### config.mk
export PLATFORM = sky130hd
export DESIGN_NAME = exact_fit_region_allocator
export DESIGN_NICKNAME = d
export VERILOG_FILES = /design/src/rtl/efra_pkg.sv /design/src/rtl/efra_ctrl.sv /design/src/rtl/efra_dpath.sv /design/src/rtl/exact_fit_region_allocator.sv
export VERILOG_INCLUDE_DIRS = /design/src /design/src/rtl
export SDC_FILE = /design/constraint.sdc
export NUM_CORES = 1
export LEC_CHECK = 0
export BUFFER_PORTS_ARGS = -buffer_cell sky130_fd_sc_hd__buf_4
export CORE_MARGIN = 2
export CORE_UTILIZATION = 40
export CTS_CLUSTER_DIAMETER = 80
export CTS_CLUSTER_SIZE = 14
export DETAILED_ROUTE_END_ITERATION = 10
export SLEW_MARGIN = 20
export SYNTH_ARGS = -nofsm -noshare
export SYNTH_HDL_FRONTEND = slang
export SYNTH_SLANG_ARGS = --single-unit
### constraint.sdc
create_clock -name clk -period 4.3 [get_ports clk]
set_input_delay 0.215 -clock clk [delete_from_list [all_inputs] [get_ports clk]]
set_output_delay 0.215 -clock clk [all_outputs]
set_load 0.05 [all_outputs]
### src/rtl/exact_fit_region_allocator_defines.svh
// Assertion macros used by the allocator datapath RTL.
`ifndef EXACT_FIT_REGION_ALLOCATOR_DEFINES_SVH
`define EXACT_FIT_REGION_ALLOCATOR_DEFINES_SVH

// Checks that a condition holds at every clock edge out of reset.
`define EFRA_CHECK(label, cond) \
  label: assert property (@(posedge clk) disable iff (!rst_n) (cond)) \
    else $error("allocator check failed");

// Checks that a condition in the next cycle follows from a condition now.
`define EFRA_CHECK_NEXT(label, ante, cons) \
  label: assert property (@(posedge clk) disable iff (!rst_n) (ante) |=> (cons)) \
    else $error("allocator check failed");

`endif

### src/rtl/efra_pkg.sv
// Shared types and constants of the exact-fit region allocator.
package efra_pkg;

  localparam int unsigned DATA_W    = 16;
  localparam int unsigned IN_DATA_W = 40;
  localparam int unsigned OUT_DATA_W = 40;
  localparam logic [DATA_W-1:0] CAP_RESET = 16'hFFFF;

  localparam logic REQ_ALLOC   = 1'b0;
  localparam logic REQ_RELEASE = 1'b1;

  typedef enum logic [3:0] {
    ST_IDLE,
    ST_DECODE,
    ST_SCAN_RD,
    ST_SCAN_CMP,
    ST_MV_RD,
    ST_MV_WR,
    ST_BUMP,
    ST_REL,
    ST_FIN
  } state_t;

  typedef struct packed {
    logic load;
    logic rd_cur;
    logic rd_next;
    logic take;
    logic idx_inc;
    logic mv_write;
    logic bump;
    logic release_op;
    logic out_load;
  } cmd_t;

  typedef struct packed {
    logic req_rel;
    logic count_zero;
    logic match;
    logic scan_last;
    logic mv_more;
    logic out_busy;
  } sts_t;

endpackage

### src/rtl/efra_ctrl.sv
// Controller state machine of the exact-fit region allocator.
module efra_ctrl (
  input  logic            clk,
  input  logic            rst_n,
  input  logic            in_tvalid,
  output logic            in_tready,
  input  efra_pkg::sts_t  sts,
  output efra_pkg::cmd_t  cmd
);

  efra_pkg::state_t state_r, state_nxt;

  always_ff @(posedge clk) begin
    if (!rst_n) begin
      state_r <= efra_pkg::ST_IDLE;
    end else begin
      state_r <= state_nxt;
    end
  end

  assign in_tready = (state_r == efra_pkg::ST_IDLE);

  always_comb begin
    state_nxt = state_r;
    cmd       = '0;
    unique case (state_r)
      efra_pkg::ST_IDLE: begin
        if (in_tvalid) begin
          cmd.load  = 1'b1;
          state_nxt = efra_pkg::ST_DECODE;
        end
      end
      efra_pkg::ST_DECODE: begin
        if (sts.req_rel) begin
          state_nxt = efra_pkg::ST_REL;
        end else if (sts.count_zero) begin
          state_nxt = efra_pkg::ST_BUMP;
        end else begin
          state_nxt = efra_pkg::ST_SCAN_RD;
        end
      end
      efra_pkg::ST_SCAN_RD: begin
        cmd.rd_cur = 1'b1;
        state_nxt  = efra_pkg::ST_SCAN_CMP;
      end
      efra_pkg::ST_SCAN_CMP: begin
        if (sts.match) begin
          cmd.take  = 1'b1;
          state_nxt = efra_pkg::ST_MV_RD;
        end else if (sts.scan_last) begin
          state_nxt = efra_pkg::ST_BUMP;
        end else begin
          cmd.idx_inc = 1'b1;
          state_nxt   = efra_pkg::ST_SCAN_RD;
        end
      end
      efra_pkg::ST_MV_RD: begin
        if (sts.mv_more) begin
          cmd.rd_next = 1'b1;
          state_nxt   = efra_pkg::ST_MV_WR;
        end else begin
          state_nxt = efra_pkg::ST_FIN;
        end
      end
      efra_pkg::ST_MV_WR: begin
        cmd.mv_write = 1'b1;
        cmd.idx_inc  = 1'b1;
        state_nxt    = efra_pkg::ST_MV_RD;
      end
      efra_pkg::ST_BUMP: begin
        cmd.bump  = 1'b1;
        state_nxt = efra_pkg::ST_FIN;
      end
      efra_pkg::ST_REL: begin
        cmd.release_op = 1'b1;
        state_nxt      = efra_pkg::ST_FIN;
      end
      efra_pkg::ST_FIN: begin
        if (!sts.out_busy) begin
          cmd.out_load = 1'b1;
          state_nxt    = efra_pkg::ST_IDLE;
        end
      end
      default: begin
        state_nxt = efra_pkg::ST_IDLE;
      end
    endcase
  end

endmodule

### src/rtl/efra_dpath.sv
// Datapath of the exact-fit region allocator: registers, free-list memory and result register.
`include "exact_fit_region_allocator_defines.svh"

module efra_dpath #(
  parameter int unsigned FREE_SLOTS = 16
) (
  input  logic                              clk,
  input  logic                              rst_n,
  input  logic                              cfg_we,
  input  logic [efra_pkg::DATA_W-1:0]       cfg_wdata,
  input  logic [efra_pkg::IN_DATA_W-1:0]    in_tdata,
  input  logic                              in_tuser,
  output logic                              out_tvalid,
  input  logic                              out_tready,
  output logic [efra_pkg::OUT_DATA_W-1:0]   out_tdata,
  input  efra_pkg::cmd_t                    cmd,
  output efra_pkg::sts_t                    sts
);

  localparam int unsigned IDX_W = (FREE_SLOTS > 1) ? $clog2(FREE_SLOTS) : 1;
  localparam int unsigned CNT_W = $clog2(FREE_SLOTS + 1);
  localparam int unsigned SUM_W = efra_pkg::DATA_W + CNT_W;
  localparam int unsigned DW    = efra_pkg::DATA_W;

  logic [DW-1:0]    cap_r;
  logic [DW-1:0]    bump_r;
  logic [CNT_W-1:0] count_r;
  logic [SUM_W-1:0] sum_r;
  logic [IDX_W-1:0] idx_r;
  logic             req_r;
  logic [DW-1:0]    size_r;
  logic [DW-1:0]    offset_r;
  logic             valid_r;
  logic             granted_r;
  logic [DW-1:0]    goff_r;
  logic             ovf_r;
  logic             out_valid_r;
  logic [efra_pkg::OUT_DATA_W-1:0] out_data_r;

  logic [2*DW-1:0]  mem [FREE_SLOTS];
  logic [2*DW-1:0]  rd_r;

  logic             full;
  logic             rel_write;
  logic             mem_we;
  logic [IDX_W-1:0] wr_addr;
  logic [IDX_W-1:0] rd_addr;
  logic [2*DW-1:0]  wr_data;
  logic [CNT_W-1:0] idx_ext;
  logic [CNT_W-1:0] idx_p1;
  logic             tail_fit;
  logic [DW-1:0]    tail;
  logic [SUM_W:0]   free_sum;
  logic [DW-1:0]    free_total;

  assign full      = (count_r == CNT_W'(FREE_SLOTS));
  assign rel_write = cmd.release_op && valid_r && !full;
  assign mem_we    = rel_write || cmd.mv_write;
  assign wr_addr   = cmd.mv_write ? idx_r : count_r[IDX_W-1:0];
  assign wr_data   = cmd.mv_write ? rd_r : {offset_r, size_r};
  assign rd_addr   = cmd.rd_next ? IDX_W'(idx_r + IDX_W'(1)) : idx_r;
  assign idx_ext   = CNT_W'(idx_r);
  assign idx_p1    = idx_ext + CNT_W'(1);

  assign tail_fit   = (cap_r >= bump_r) && (size_r <= (cap_r - bump_r));
  assign tail       = (cap_r > bump_r) ? (cap_r - bump_r) : '0;
  assign free_sum   = (SUM_W+1)'(tail) + (SUM_W+1)'(sum_r);
  assign free_total = (free_sum > (SUM_W+1)'(16'hFFFF)) ? 16'hFFFF : free_sum[DW-1:0];

  assign sts.req_rel    = (req_r == efra_pkg::REQ_RELEASE);
  assign sts.count_zero = (count_r == '0);
  assign sts.match      = (rd_r[DW-1:0] == size_r);
  assign sts.scan_last  = (idx_p1 >= count_r);
  assign sts.mv_more    = (idx_ext < count_r);
  assign sts.out_busy   = out_valid_r && !out_tready;

  assign out_tvalid = out_valid_r;
  assign out_tdata  = out_data_r;

  always_ff @(posedge clk) begin
    if (mem_we) begin
      mem[wr_addr] <= wr_data;
    end
    if (cmd.rd_cur || cmd.rd_next) begin
      rd_r <= mem[rd_addr];
    end
  end

  always_ff @(posedge clk) begin
    if (!rst_n) begin
      cap_r       <= efra_pkg::CAP_RESET;
      bump_r      <= '0;
      count_r     <= '0;
      sum_r       <= '0;
      out_valid_r <= 1'b0;
    end else begin
      if (cfg_we) begin
        cap_r <= cfg_wdata;
      end
      if (cmd.take) begin
        count_r <= count_r - CNT_W'(1);
        sum_r   <= sum_r - SUM_W'(size_r);
      end else if (rel_write) begin
        count_r <= count_r + CNT_W'(1);
        sum_r   <= sum_r + SUM_W'(size_r);
      end
      if (cmd.bump && tail_fit) begin
        bump_r <= bump_r + size_r;
      end
      if (cmd.out_load) begin
        out_valid_r <= 1'b1;
      end else if (out_tready) begin
        out_valid_r <= 1'b0;
      end
    end
  end

  always_ff @(posedge clk) begin
    if (cmd.load) begin
      req_r     <= in_tuser;
      size_r    <= in_tdata[15:0];
      offset_r  <= in_tdata[31:16];
      valid_r   <= in_tdata[32];
      idx_r     <= '0;
      granted_r <= 1'b0;
      goff_r    <= '0;
      ovf_r     <= 1'b0;
    end else begin
      if (cmd.idx_inc) begin
        idx_r <= idx_r + IDX_W'(1);
      end
      if (cmd.take) begin
        granted_r <= 1'b1;
        goff_r    <= rd_r[2*DW-1:DW];
      end
      if (cmd.bump && tail_fit) begin
        granted_r <= 1'b1;
        goff_r    <= bump_r;
      end
      if (cmd.release_op && valid_r && full) begin
        ovf_r <= 1'b1;
      end
    end
    if (cmd.out_load) begin
      out_data_r <= {6'b0, ovf_r, free_total, granted_r, goff_r};
    end
  end

  `EFRA_CHECK(a_count_max, count_r <= CNT_W'(FREE_SLOTS))
  `EFRA_CHECK_NEXT(a_take_dec, cmd.take, count_r == $past(count_r) - CNT_W'(1))
  `EFRA_CHECK_NEXT(a_rel_full, cmd.release_op && valid_r && full, ovf_r && full)
  `EFRA_CHECK(a_out_excl, !(out_valid_r && out_data_r[16] && out_data_r[33]))

endmodule

### src/rtl/exact_fit_region_allocator.sv
// Top level of the exact-fit region allocator.
// Allocates regions of a buffer of cfg-programmed capacity from an exact-fit
// free list of FREE_SLOTS entries, falling back to bump allocation, and releases
// regions by appending them to that list. One request is worked at a time. A
// release passes through the decode, release and finish states. An allocation
// scans the listed holes in order and, on a hit, compacts the list behind it;
// the free list lives in a single-port memory with a registered read, visited
// once per entry for the scan and twice per entry for the compaction. The next
// request is accepted while a finished result still waits on the output.
module exact_fit_region_allocator #(
  parameter int unsigned FREE_SLOTS = 16
) (
  input  logic        clk,
  input  logic        rst_n,
  input  logic        cfg_we,
  input  logic [15:0] cfg_wdata,    // total_capacity
  input  logic        in_tvalid,
  output logic        in_tready,
  input  logic [39:0] in_tdata,     // region_size, region_offset, region_valid
  input  logic        in_tuser,     // req_type
  output logic        out_tvalid,
  input  logic        out_tready,
  output logic [39:0] out_tdata     // granted_offset, granted, free_total, list_overflow
);

  efra_pkg::cmd_t cmd;
  efra_pkg::sts_t sts;

  efra_ctrl u_ctrl (
    .clk       (clk),
    .rst_n     (rst_n),
    .in_tvalid (in_tvalid),
    .in_tready (in_tready),
    .sts       (sts),
    .cmd       (cmd)
  );

  efra_dpath #(
    .FREE_SLOTS (FREE_SLOTS)
  ) u_dpath (
    .clk        (clk),
    .rst_n      (rst_n),
    .cfg_we     (cfg_we),
    .cfg_wdata  (cfg_wdata),
    .in_tdata   (in_tdata),
    .in_tuser   (in_tuser),
    .out_tvalid (out_tvalid),
    .out_tready (out_tready),
    .out_tdata  (out_tdata),
    .cmd        (cmd),
    .sts        (sts)
  );

endmodule

-- Word-level counts from Yosys, hierarchy flattened
Memory sizes are Yosys's and may differ from the RTL's. A register that Yosys moved wholly into a read port is not among the register bits.
Index checks and enable logic that the tools add are counted.
- word-level logic and storage cells: 100
- ROM bits: 0
- memories: 1
- RAM bits: 512
- output and inout bits: 42
- input port bits: 62
- latch bits: 0
- register bits after elaboration: 153
- order comparisons: 6
- mux-type cells: 39
- bitwise operators: 0
- divide/modulo/power cells: 0
- $mul: 0
- $add $sub $neg: 9
- shift-type cells: 0
- equality and inequality tests: 12
- reduce and logical (&&, ||, !) cells: 17
- memories (name ; words ; bits a word ; read ports ; clocked after Yosys merged registers in ; wr ports ; RTL line ; source):
    u_dpath.mem ; 16 ; 32 ; 1 ; 1 ; 1 ; efra_dpath.sv:40 ; logic [2*DW-1:0] mem [FREE_SLOTS];
- operator list (operator ; count):
    2-to-1 mux 16 bit ; 3
    2-to-1 mux 21 bit ; 2
    2-to-1 mux 32 bit ; 1
    one-hot mux 4 bit (8 select lines) ; 1
    adder 16 x 21 -> 22 bit ; 1
    greater-than comparator 22 x 16 -> 1 bit, second input constant ; 1
    adder 21 x 16 -> 21 bit ; 1
    subtractor 21 x 16 -> 21 bit ; 1
    2-to-1 mux 1 bit ; 20
    2-to-1 mux 4 bit ; 5
    adder 16 bit ; 1
    == test 16 bit ; 1
    == test 4 x 3 -> 1 bit, second input constant ; 4
    >= comparator 16 bit ; 1
    greater-than comparator 16 bit ; 1
    <= comparator 16 bit ; 1
    subtractor 16 bit ; 1
    2-to-1 mux 3 bit ; 4
    2-to-1 mux 5 bit ; 2
    == test 4 x 2 -> 1 bit, second input constant ; 2
    logical AND 1 bit ; 6
    nonzero test 2 bit ; 3
    adder 4 x 1 -> 5 bit, second input constant ; 1
    adder 5 x 1 -> 5 bit, second input constant ; 1
    15 further kinds ; 18

-- Logic depth before layout (Yosys ltp)
Gate-level depths: netlist (run 1).
- depth after elaboration: 7
- depth in mapped cells: 21
- depth with buffers taken out: 21

-- Hierarchy
From an unflattened synthesis (run 1), not the netlist that was laid out.
- cells, all modules: 1909
- area, all modules: 30684.4 sq um
- modules (own cells, without submodules) (module ; area an instance (sq um) ; seq. area each (sq um) ; cells each ; instances):
    efra_dpath ; 30347.9 ; 19999.2 ; 1865 ; 1
    efra_ctrl ; 336.6 ; 80.1 ; 44 ; 1

-- Least setup slack after synthesis (run 1)
No wires, ideal clock.
- path type: register to register
- start point: register u_dpath.out_valid_r, in the netlist u_dpath.out_tvalid
- end point: register u_dpath.out_data_r, in the netlist u_dpath.out_tdata[0], enable pin
- arrival time: 3971 ps
- path slack: -181 ps
- data required time: 3790 ps
- path buffers: 0
- clock period less this slack: 4481 ps
- setup time: 510 ps
- stages on the path, launching flop included: 3
- path through: dfxtp_1 -> nor2b_1 -> nor4_1
- RTL lines (element ; RTL line ; source):
    from (decl) ; efra_dpath.sv:37 ; logic out_valid_r;
    from (signal assigned) ; efra_dpath.sv:95 ; out_valid_r <= 1'b0;
    from (signal assigned) ; efra_dpath.sv:111 ; out_valid_r <= 1'b1;
    from (signal assigned) ; efra_dpath.sv:113 ; out_valid_r <= 1'b0;
    to (signal assigned) ; efra_dpath.sv:145 ; out_data_r <= {6'b0, ovf_r, free_total, granted_r, goff_r};
    to (decl) ; efra_dpath.sv:38 ; logic [efra_pkg::OUT_DATA_W-1:0] out_data_r;

-- Final worst setup path (run 1)
- start point: register u_dpath.size_r[7]
- end point: register u_dpath.sum_r[20]
- longest elaborated chain between the ends: 4
- elaborated cells between the ends (all ways): 8
- classes of those cells: add/sub: 2; eq/ne: 1; mux: 4; reduce/logical: 1
- RTL lines (element ; RTL line ; source):
    from (decl) ; efra_dpath.sv:31 ; logic [DW-1:0] size_r;
    from (signal assigned) ; efra_dpath.sv:121 ; size_r <= in_tdata[15:0];
    branches (longest 4 deep; another with adder 21 x 16 -> 21 bit) ; n/a ;
    to (signal assigned) ; efra_dpath.sv:102 ; sum_r <= sum_r - SUM_W'(size_r);
    to (signal assigned) ; efra_dpath.sv:105 ; sum_r <= sum_r + SUM_W'(size_r);
    to (decl) ; efra_dpath.sv:28 ; logic [SUM_W-1:0] sum_r;
Several ways; the timed one is not identified. The select of a mux whose other input is x is not followed.
A chain may end at the register's enable or synchronous reset.

==> impl_metrics.csv, run 1 <==
group,metric,value,unit
finish,antennaDiodeCount,0,
power_and_ir_drop,power.leakage,14.4,nW
finish,drive_gt1_share,28.4,%
sta,max_freq,0.234,GHz
place,dp_cells,3279,
setup_path,worstSetupStartpoint,"u_dpath.size_r[7]",
floorplanning,num_rows,101,
logic_synthesis,yosysTopAreaCell,"edfxtp_1",
detailed_routing,drc,0,
setup_path,required,4.87,ns
power_and_ir_drop,internal-power,12.6,mW
detailed_routing,wirelength,80.1,mm
power_and_ir_drop,power.density,470,nW/um^2
logic_synthesis,ys_top_cells_by_area,"edfxtp_1 59%, mux4_2 9.3%, dfxtp_1 5.5%",
sta,min_period_over_period,99.2,%
floorplanning,die_area,79500,sq um
power_and_ir_drop,clock_power_share,27.4,%
logic_synthesis,ys_seq_area_share,64.9,%
place,gp_congestion,0.878,
clock_tree,cts-root-buf,"clkbuf_16",
logic_synthesis,synth_area,30900,sq um
grt,antenna_found_initial,1,
outcome,outcome,"finished, final reports clean",
grt,grt_max_degree,69,
floorplanning,io_pins,104,
sta,fin_crit,4.26,ns
clock_tree,clkSinkCount,697,
logic_synthesis,synthDistinctLibCells,67,
power_and_ir_drop,p_seq_share,47.8,%
clock_tree,clk_pin_slew,0.07,ns
logic_synthesis,syn_area_per_cell,15.3,sq um
detailed_routing,dr.pass1.iters,5,
sta,slew_viol_final,0,
sta,tightestPinTransition,1.13,ns
sta,setup_ws,0.0351,ns
detailed_routing,wl_per_cell,23.2,microns
logic_synthesis,synth_top_area_share,59.4,%
finish,layout_commonest_cell,"edfxtp_1",
logic_synthesis,ys_ff_latch,697,
place,pre_cts_ws,-0.293,ns
setup_path,cp-start-kind,"flop",
power_and_ir_drop,ir_drop,334,uV
power_and_ir_drop,switching_share,28.6,%
logic_synthesis,synth_ff_type,"edfxtp_1",
floorplanning,fp.dieW,282,microns
floorplanning,fp.dieH,282,microns
worst_hold_path,hold_path.class,"primary input to flop",
logic_synthesis,synth_edf_count,612,
setup_path,critPathCaptureType,"flop",
setup_path,cp.arrival,4.83,ns
detailed_routing,dr_total_vias,18600,
logic_synthesis,synthArstFlopShare,0,%
clock_tree,ctsLongestPathBuffers,3,
setup_path,path_max_fanout,4,
logic_synthesis,synth_warnings,0,
flow_run,cap_violations,0,
power_and_ir_drop,share_comb_of_total_power,24.8,%
floorplanning,start_util,40.6,%
finish,nets,2566,
sta,rsz0062_at_grt,"true",
grt,grt_overflow,0,
finish,layout_common_cells,"612 x edfxtp_1, 328 x buf_4, 184 x nand2_1, 137 x mux2i_1, 128 x mux4_2",
finish,n_fill_cell,6429,
setup_path,critical_path_class,"flop to flop",
finish,final_cell_count_no_fill,3453,
grt,grt_pass1_vias,18800,
sta,slew_headroom,24.5,%
clock_tree,cts_tree,"done",
detailed_routing,antenna_left,0,
sta,hold_viol_final,0,
detailed_routing,drtIter0Drc,1473,
power_and_ir_drop,p_sw,5.07,mW
logic_synthesis,syn-instance-count,2017,
worst_hold_path,hold_path_startpoint,"cfg_we",
detailed_routing,viasPerCell,5.39,
grt,grt_usage,19.9,%
clock_tree,htreeDepth,2,
floorplanning,core-area,76200,sq um
clock_tree,cts_buffers,58,
grt,grt_pass1_wl,117,mm
setup_path,reg2reg_from,"u_dpath.size_r[7]",
clock_tree,clk_latency,0.65,ns
sta,final.setup_skew,0.0390,ns
sta,setup_viol,0,
place,place.port_buffers,90,
place,place_hpwl,49.3,mm
finish,syn2layout_area_growth,21.9,%
final cells by class:
class	instances	area [sq um]	area share (%)
clock inverter	9	114	0.302
tap	1030	1290	3.42
inverter	53	199	0.528
multi-input combinational	1184	11000	29.3
timing repair buffer	408	3440	9.13
sequential	697	20100	53.3
clock buffer	72	1510	4.02
cells in the mapped netlist (6+ instances only):
cell,instances
or3_1,14
mux4_2,128
a31oi_1,17
buf_4,17
nand2_1,186
nor4_1,8
a211oi_1,22
a21boi_0,18
o31ai_1,6
xor2_1,38
or2_2,6
xnor2_1,50
edfxtp_1,612
a21oi_1,59
o211ai_1,10
ha_1,97
buf_1,9
nand4_1,14
dfxtp_1,85
and2_1,13
a21o_1,11
nand2b_1,15
and3_1,6
clkbuf_1,40
o211a_1,8
buf_2,22
nor3_1,19
nand3_1,31
nor2b_1,22
o21a_1,15
o21ai_0,53
o21bai_1,6
inv_1,53
mux2i_1,138
nor2_1,108
per-layer routing:
layer	track usage (%)	share of wire, %	vias to the layer above
met4	5.76	2.9	0
met3	2.18	4.1	122
met2	34.9	50	461
li1	-	-	8518
met5	0	0	-
met1	26.2	43	9507
registers in the layout, indices dropped and copies added, names as in the netlist, 4 cells and up:
name,cells
u_dpath.cap_r,16
u_ctrl.state_r,4
u_dpath.bump_r,16
u_dpath.offset_r,16
u_dpath.rd_r,32
u_dpath.idx_r,4
u_dpath.mem,512
u_dpath.size_r,16
u_dpath.sum_r,21
u_dpath.out_tdata,34
u_dpath.goff_r,16
u_dpath.count_r,5
critical path, stage by stage, from the launching register on:
cell and delay, ns:
edfxtp_1 0.51, buf_4 0.20, or4_4 0.51, or3_1 0.38, or2_4 0.24, o21ai_2 0.12
xor2_1 0.08, ha_1 0.21, or3_4 0.40, or3_4 0.39, o2111ai_4 0.19, nand3_2 0.13
o41ai_4 0.24, xor2_1 0.12, or3_1 0.32, a21boi_1 0.15
stage by stage:
| stage | power (mW) | utilization, % | setup TNS, ns | hold slack, ns | area (sq um) |
|---|---|---|---|---|---|
| after floorplan | 11.3 | - | 0 | 0.314 | 30900 |
| after global placement | 12.7 | 45.3 | -2.80 | 0.394 | 34500 |
| after detailed placement | 12.8 | 45.3 | -5.21 | 0.394 | 34500 |
| after CTS | 17.7 | 48.7 | -0.0669 | 0.00238 | 37100 |
| after global routing | 18.5 | 49.4 | -1.27 | 0.00959 | 37700 |
| final | 17.7 | 49.4 | 0 | 0.0290 | 37700 |
power by group through the flow:
stage / Sequential [mW] / Combinational, mW / Clock, mW
finish: 8.46 / 4.40 / 4.85
global route: 8.48 / 4.78 / 5.22
CTS: 8.46 / 4.30 / 4.96
detailed placement: 8.60 / 4.16 / 0
global placement: 8.59 / 4.08 / 0
floorplan: 8.57 / 2.68 / 0
final timing paths:
kind,to,slack [ns],cells past startpoint
setup / recovery,u_dpath.sum_r[20],0.04,15
hold / removal,u_dpath.cap_r[13],0.03,3
setup reg to reg,u_dpath.sum_r[20],0.04,15
hold reg to reg,u_dpath.out_tdata[1],0.44,0
timing repair:
item | CTS | global route
setup endpoints to repair | 34 | 42
pin swaps | 54 | 60
setup buffers | 17 | 23
cloned | 0 | 2
hold buffers | 54 | 0
endpoints found under the hold margin | 53 | 0
resized for setup | 67 | 84
cell families after synthesis:
logic type,share of synthesized area (%)
AO/OA/AOI/OAI,5.59
XOR/XNOR,2.49
adder cells (fa/ha/maj),4.25
buffers and inverters,2.01
flip-flops,64.9
multiplexers,13.8
other,0.0121
AND/OR/NAND/NOR,6.91
(Power assumes the default switching activity.)
==> inputs of run 2 (changes only) <==
--- a/config.mk
+++ b/config.mk
@@ -8,7 +8,7 @@
 export LEC_CHECK = 0
 export BUFFER_PORTS_ARGS = -buffer_cell sky130_fd_sc_hd__buf_4
 export CORE_MARGIN = 2
-export CORE_UTILIZATION = 40
+export CORE_UTILIZATION = 45
 export CTS_CLUSTER_DIAMETER = 80
 export CTS_CLUSTER_SIZE = 14
 export DETAILED_ROUTE_END_ITERATION = 10
==> impl_metrics.csv, run 2 (synthesis results as in run 1) <==
group,metric,value,unit
finish,nets,2562,
clock_tree,clkSinkCount,697,
grt,grt_usage,22.0,%
floorplanning,start_util,45.2,%
detailed_routing,viasPerCell,5.63,
outcome,violations,"setup timing",
place,place_hpwl,48.1,mm
detailed_routing,dr_total_vias,18700,
sta,setup_ws,-0.195,ns
clock_tree,clk_pin_slew,0.07,ns
setup_path,critical_path_class,"flop to flop",
setup_path,reg2reg_from,"u_dpath.bump_r[1]",
grt,grt_pass1_wl,115,mm
grt,grt_max_degree,69,
sta,slew_headroom,29.4,%
clock_tree,clk_latency,0.64,ns
grt,grt_pass1_vias,18700,
finish,multi_input_area,11100,sq um
detailed_routing,drc,0,
finish,largest_register_ffs,512,
power_and_ir_drop,power.leakage,14.4,nW
setup_path,worstSetupStartpoint,"u_dpath.bump_r[1]",
setup_path,slowest_delay,0.50,ns
outcome,outcome,"complete, but fails checks",
sta,final.setup_skew,0.0334,ns
sta,min_period_over_period,105,%
setup_path,cp_slowest_cell,"or4b_4",
sta,max_freq,0.222,GHz
clock_tree,htreeDepth,2,
setup_path,required,4.81,ns
clock_tree,cts_buffers,56,
detailed_routing,wl_per_cell,23.9,microns
finish,seqCellArea,20100,sq um
finish,layout_commonest_cell,"edfxtp_1",
grt,grt_overflow,0,
setup_path,cp-start-kind,"flop",
sta,tightestPinTransition,1.05,ns
place,pre_cts_ws,-0.382,ns
finish,layout_common_cells,"612 x edfxtp_1, 326 x buf_4, 183 x nand2_1, 136 x mux2i_1, 128 x mux4_2",
detailed_routing,wirelength,79.2,mm
flow_run,cap_violations,0,
grt,antenna_found_initial,0,
finish,final_util,55.0,%
place,place.port_buffers,90,
setup_path,path_buf_inv,1,
setup_path,critPathCaptureType,"flop",
setup_path,cp.arrival,5.01,ns
clock_tree,cts-root-buf,"clkbuf_16",
finish,n_fill_cell,5466,
floorplanning,fp.dieH,266,microns
sta,setup_viol,23,
sta,slew_viol_final,0,
sta,hold_viol_final,0,
floorplanning,num_rows,96,
setup_path,critPathTopFamily,"compound AO/OA/AOI/OAI gates",
detailed_routing,dr.pass1.iters,5,
sta,rsz0062_at_grt,"true",
power_and_ir_drop,power.density,474,nW/um^2
finish,syn2layout_area_growth,21.6,%
setup_path,path_max_fanout,2,
worst_hold_path,hold_path.class,"primary input to flop",
setup_path,cp_cell_sequence,"inv_2, ha_4, nor2b_2, o211ai_1, a41oi_2, o2111ai_2, nand4_1, nand4_1, nand2_2, xnor2_2, ha_1, nand3_1, nand2_1, a2111o_1, a2111oi_4, o22ai_4, or4b_4, o22ai_4, xnor2_1, and2_1",
floorplanning,io_pins,104,
detailed_routing,antenna_left,0,
finish,largest-register,"u_dpath.mem",
worst_hold_path,hold_path_startpoint,"cfg_we",
clock_tree,ctsLongestPathBuffers,3,
floorplanning,fp.dieW,266,microns
floorplanning,core-area,68300,sq um
finish,drive_gt1_share,28.3,%
finish,antennaDiodeCount,0,
detailed_routing,drtIter0Drc,1515,
sta,fin_crit,4.50,ns
clock_tree,cts_tree,"done",
place,gp_congestion,0.906,
power_and_ir_drop,ir_drop,370,uV
floorplanning,die_area,70800,sq um
-- run 2: cell count changes in the layout (fill, tap and decap cells not counted), sizes merged --
cell / delta
bufinv: +2
clkbuf: +13
dlygate4sd3: -1
inv: -3
clkinv: -3
buf: -1
-- run 2: area by class of cell --
class	count	area share (%)
clock inverters	5	0.333
well taps	882	2.94
clock buffers	85	4.10
inverters	53	0.529
repair buffers	406	9.24
multi-input cells	1184	29.4
flip-flops and latches	697	53.4
-- run 2: layer usage --
layer	global-route usage, %	routed length (microns)	up-vias
met5	0	0	-
met4	6.77	2380	0
met3	2.93	3570	116
li1	-	-	8538
met2	37.3	39000	470
met1	29.6	34300	9538
-- run 2: report_power, final --
part	switching (mW)	internal (mW)	total [mW]
Sequential	0.260	8.20	8.46
Clock	2.35	2.58	4.93
Combinational	2.46	1.97	4.44
Total	5.07	12.8	17.8
-- run 2: repair_timing --
action,4_1_cts,5_1_grt
pin swaps,35,65
hold buffers,53,0
setup buffers,14,23
gates cloned,0,3
setup endpoints to repair,52,54
gates resized for setup,38,118
endpoints found under the hold margin,53,0
-- run 2: through the flow --
step	hold slack, ns	setup TNS, ns	instances	power (mW)	cell area (sq um)
finish	0.00920	-0.922	3312	17.8	37600
global route	0.0107	-8.46	3312	18.6	37600
CTS	0.000353	-0.130	3288	17.8	36800
detailed placement	0.394	-6.42	3132	12.8	34400
global placement	0.394	-2.23	3132	12.7	34400
floorplan	0.314	0	2022	11.3	30900
-- run 2: final timing paths --
| path | slack [ns] | endpoint | depth (start not counted) |
|---|---|---|---|
| worst max-delay path | -0.20 | u_dpath.bump_r[15] | 20 |
| worst min-delay path | 0.009 | u_dpath.cap_r[1] | 3 |
| worst max register to register | -0.20 | u_dpath.bump_r[15] | 20 |
| worst min register to register | 0.44 | u_dpath.out_tdata[9] | 0 |
-- run 2: worst register-to-register path: stages, from the launching register on --
cell	delay [ns]
dfxtp_2	0.33
inv_2	0.07
ha_4	0.20
nor2b_2	0.16
o211ai_1	0.26
a41oi_2	0.20
o2111ai_2	0.23
nand4_1	0.18
nand4_1	0.19
nand2_2	0.09
xnor2_2	0.22
ha_1	0.28
nand3_1	0.09
nand2_1	0.06
a2111o_1	0.44
a2111oi_4	0.38
o22ai_4	0.11
or4b_4	0.50
o22ai_4	0.16
xnor2_1	0.09
and2_1	0.16
==> inputs of run 3 (changes only) <==
--- a/config.mk
+++ b/config.mk
@@ -12,6 +12,8 @@
 export CTS_CLUSTER_DIAMETER = 80
 export CTS_CLUSTER_SIZE = 14
 export DETAILED_ROUTE_END_ITERATION = 10
+export PLACE_DENSITY = 0.66
+export SKIP_CTS_REPAIR_TIMING = 1
 export SLEW_MARGIN = 20
 export SYNTH_ARGS = -nofsm -noshare
 export SYNTH_HDL_FRONTEND = slang
==> impl_metrics.csv, run 3 (synthesis results as in run 1) <==
group,metric,value,unit
floorplanning,fp.dieW,266,microns
grt,grt_max_degree,69,
finish,drive_gt1_share,26.1,%
sta,setup_ws,-0.173,ns
floorplanning,io_pins,104,
flow_run,cap_violations,0,
finish,n_fill_cell,5448,
floorplanning,fp.dieH,266,microns
clock_tree,cts_tree,"done",
sta,min_period_over_period,104,%
finish,syn2layout_area_growth,19.4,%
finish,antennaDiodeCount,0,
power_and_ir_drop,p_total,17.4,mW
detailed_routing,antenna_left,0,
place,dp_cells,3109,
outcome,outcome,"complete, but fails checks",
setup_path,r2r_cells,22,
power_and_ir_drop,internal-power,12.5,mW
detailed_routing,drc,0,
sta,slew_headroom,28.6,%
finish,final_cell_count_no_fill,3261,
floorplanning,die_area,70800,sq um
finish,fin_area,36900,sq um
place,place.port_buffers,90,
detailed_routing,wl_per_cell,23.4,microns
power_and_ir_drop,power.leakage,14.1,nW
detailed_routing,dr_total_vias,18500,
clock_tree,clkSinkCount,697,
outcome,violations,"setup timing",
power_and_ir_drop,clock_power_share,27.4,%
detailed_routing,drtIter0Drc,1572,
clock_tree,cts-root-buf,"clkbuf_16",
detailed_routing,viasPerCell,5.69,
finish,layout_common_cells,"612 x edfxtp_1, 297 x buf_4, 184 x nand2_1, 136 x mux2i_1, 128 x mux4_2",
grt,grt_pass1_vias,18200,
sta,fin_crit,4.47,ns
finish,final_util,54.0,%
setup_path,cp_slowest_cell,"or4b_1",
power_and_ir_drop,power.density,472,nW/um^2
worst_hold_path,hold_path.class,"primary input to flop",
sta,final.setup_skew,0.0237,ns
finish,nets,2523,
setup_path,required,4.81,ns
place,placed_area,34200,sq um
detailed_routing,dr.pass1.iters,5,
place,pre_cts_ws,-0.257,ns
setup_path,worstSetupStartpoint,"u_dpath.bump_r[1]",
floorplanning,core-area,68300,sq um
setup_path,crit_top_cell,"nand4_1",
grt,antenna_found_initial,2,
setup_path,cp.arrival,4.98,ns
power_and_ir_drop,share_comb_of_total_power,24.1,%
finish,largest-register,"u_dpath.mem",
power_and_ir_drop,p_sw,4.93,mW
setup_path,path_max_fanout,3,
setup_path,cp-start-kind,"flop",
place,gp_congestion,0.895,
detailed_routing,wirelength,76.3,mm
setup_path,path_buf_inv,3,
setup_path,cp_cell_sequence,"inv_2, ha_4, nor2b_4, o211ai_1, a41oi_2, o2111ai_2, nand4_1, nand4_1, a21boi_2, mux2i_1, and3_4, ha_4, nand4_1, buf_4, nor3_1, buf_4, a2111oi_4, o22ai_4, or4b_1, o22ai_2, xnor2_1, and2_1",
sta,tightestPinTransition,1.07,ns
clock_tree,htreeDepth,2,
sta,max_freq,0.224,GHz
setup_path,critical_path_class,"flop to flop",
grt,grt_pass1_wl,112,mm
floorplanning,num_rows,96,
grt,grt_usage,21.2,%
sta,slew_viol_final,0,
setup_path,slowest_delay,0.55,ns
clock_tree,ctsLongestPathBuffers,3,
sta,hold_viol_final,0,
clock_tree,cts_buffers,57,
power_and_ir_drop,ir_drop,395,uV
setup_path,r2r_slack,-0.17,ns
place,place_hpwl,47.0,mm
setup_path,crit_end,"u_dpath.bump_r[15]",
power_and_ir_drop,switching_share,28.3,%
clock_tree,clk_latency,0.63,ns
grt,grt_overflow,0,
clock_tree,clk_pin_slew,0.07,ns
finish,largest_register_ffs,512,
setup_path,critPathCaptureType,"flop",
finish,layout_commonest_cell,"edfxtp_1",
power_and_ir_drop,p_seq_share,48.5,%
setup_path,critPathTopFamily,"simple AND/OR/NAND/NOR gates",
floorplanning,start_util,45.2,%
setup_path,reg2reg_from,"u_dpath.bump_r[1]",
sta,setup_viol,1,
setup_path,cp_num_cells,22,
sta,rsz0062_at_grt,"true",
setup_path,regToRegEndpoint,"u_dpath.bump_r[15]",
## run 3: worst min path at each step
| stage | start | endpoint | slack [ns] | cells after the start |
|---|---|---|---|---|
| final | in_tvalid | u_ctrl.state_r[2] | 0.02 | 4 |
| after global routing | in_tvalid | u_ctrl.state_r[2] | 0.02 | 4 |
| after CTS | in_tdata[28] | u_dpath.offset_r[12] | -0.27 | 1 |
| after detailed placement | in_tdata[30] | u_dpath.offset_r[14] | 0.39 | 1 |
| after global placement | in_tdata[28] | u_dpath.offset_r[12] | 0.39 | 1 |
| after floorplan | in_tdata[16] | u_dpath.offset_r[0] | 0.31 | 0 |
## run 3: power by group through the flow
stage / combinational (mW) / sequential (mW) / clock, mW
after floorplan: 2.68 / 8.57 / 0
after global placement: 3.96 / 8.58 / 0
after detailed placement: 4.06 / 8.59 / 0
after CTS: 4.07 / 8.44 / 4.88
after global routing: 4.58 / 8.47 / 5.11
final: 4.20 / 8.45 / 4.77
## run 3: final cells by class
type	count	area, sq um	area share, %
tap	882	1100	2.99
clock buffer	72	1500	4.07
sequential	697	20100	54.4
multi-input combinational	1184	10900	29.5
timing repair buffer	366	3040	8.24
clock inverter	7	104	0.281
inverter	53	201	0.546
## run 3: worst min-delay path: cells and delay by family
family	cells	cell delay, ns
compound gates	1	0.05
simple gates	2	0.23
buf+inv	1	0.11
## run 3: metrics by stage
step | hold WS, ns | setup TNS (ns)
CTS | -0.273 | -6.11
global route | 0.0172 | -4.86
detailed placement | 0.394 | -4.94
finish | 0.0178 | -0.173
global placement | 0.393 | -1.48
floorplan | 0.314 | 0
## run 3: routing by layer
layer | track usage, % | part of all wire (%) | up-vias
li1 | - | - | 8444
met1 | 28.7 | 42 | 9365
met3 | 3.20 | 6.0 | 146
met2 | 35.3 | 49 | 589
met4 | 7.17 | 3.0 | 0
met5 | 0 | 0 | -
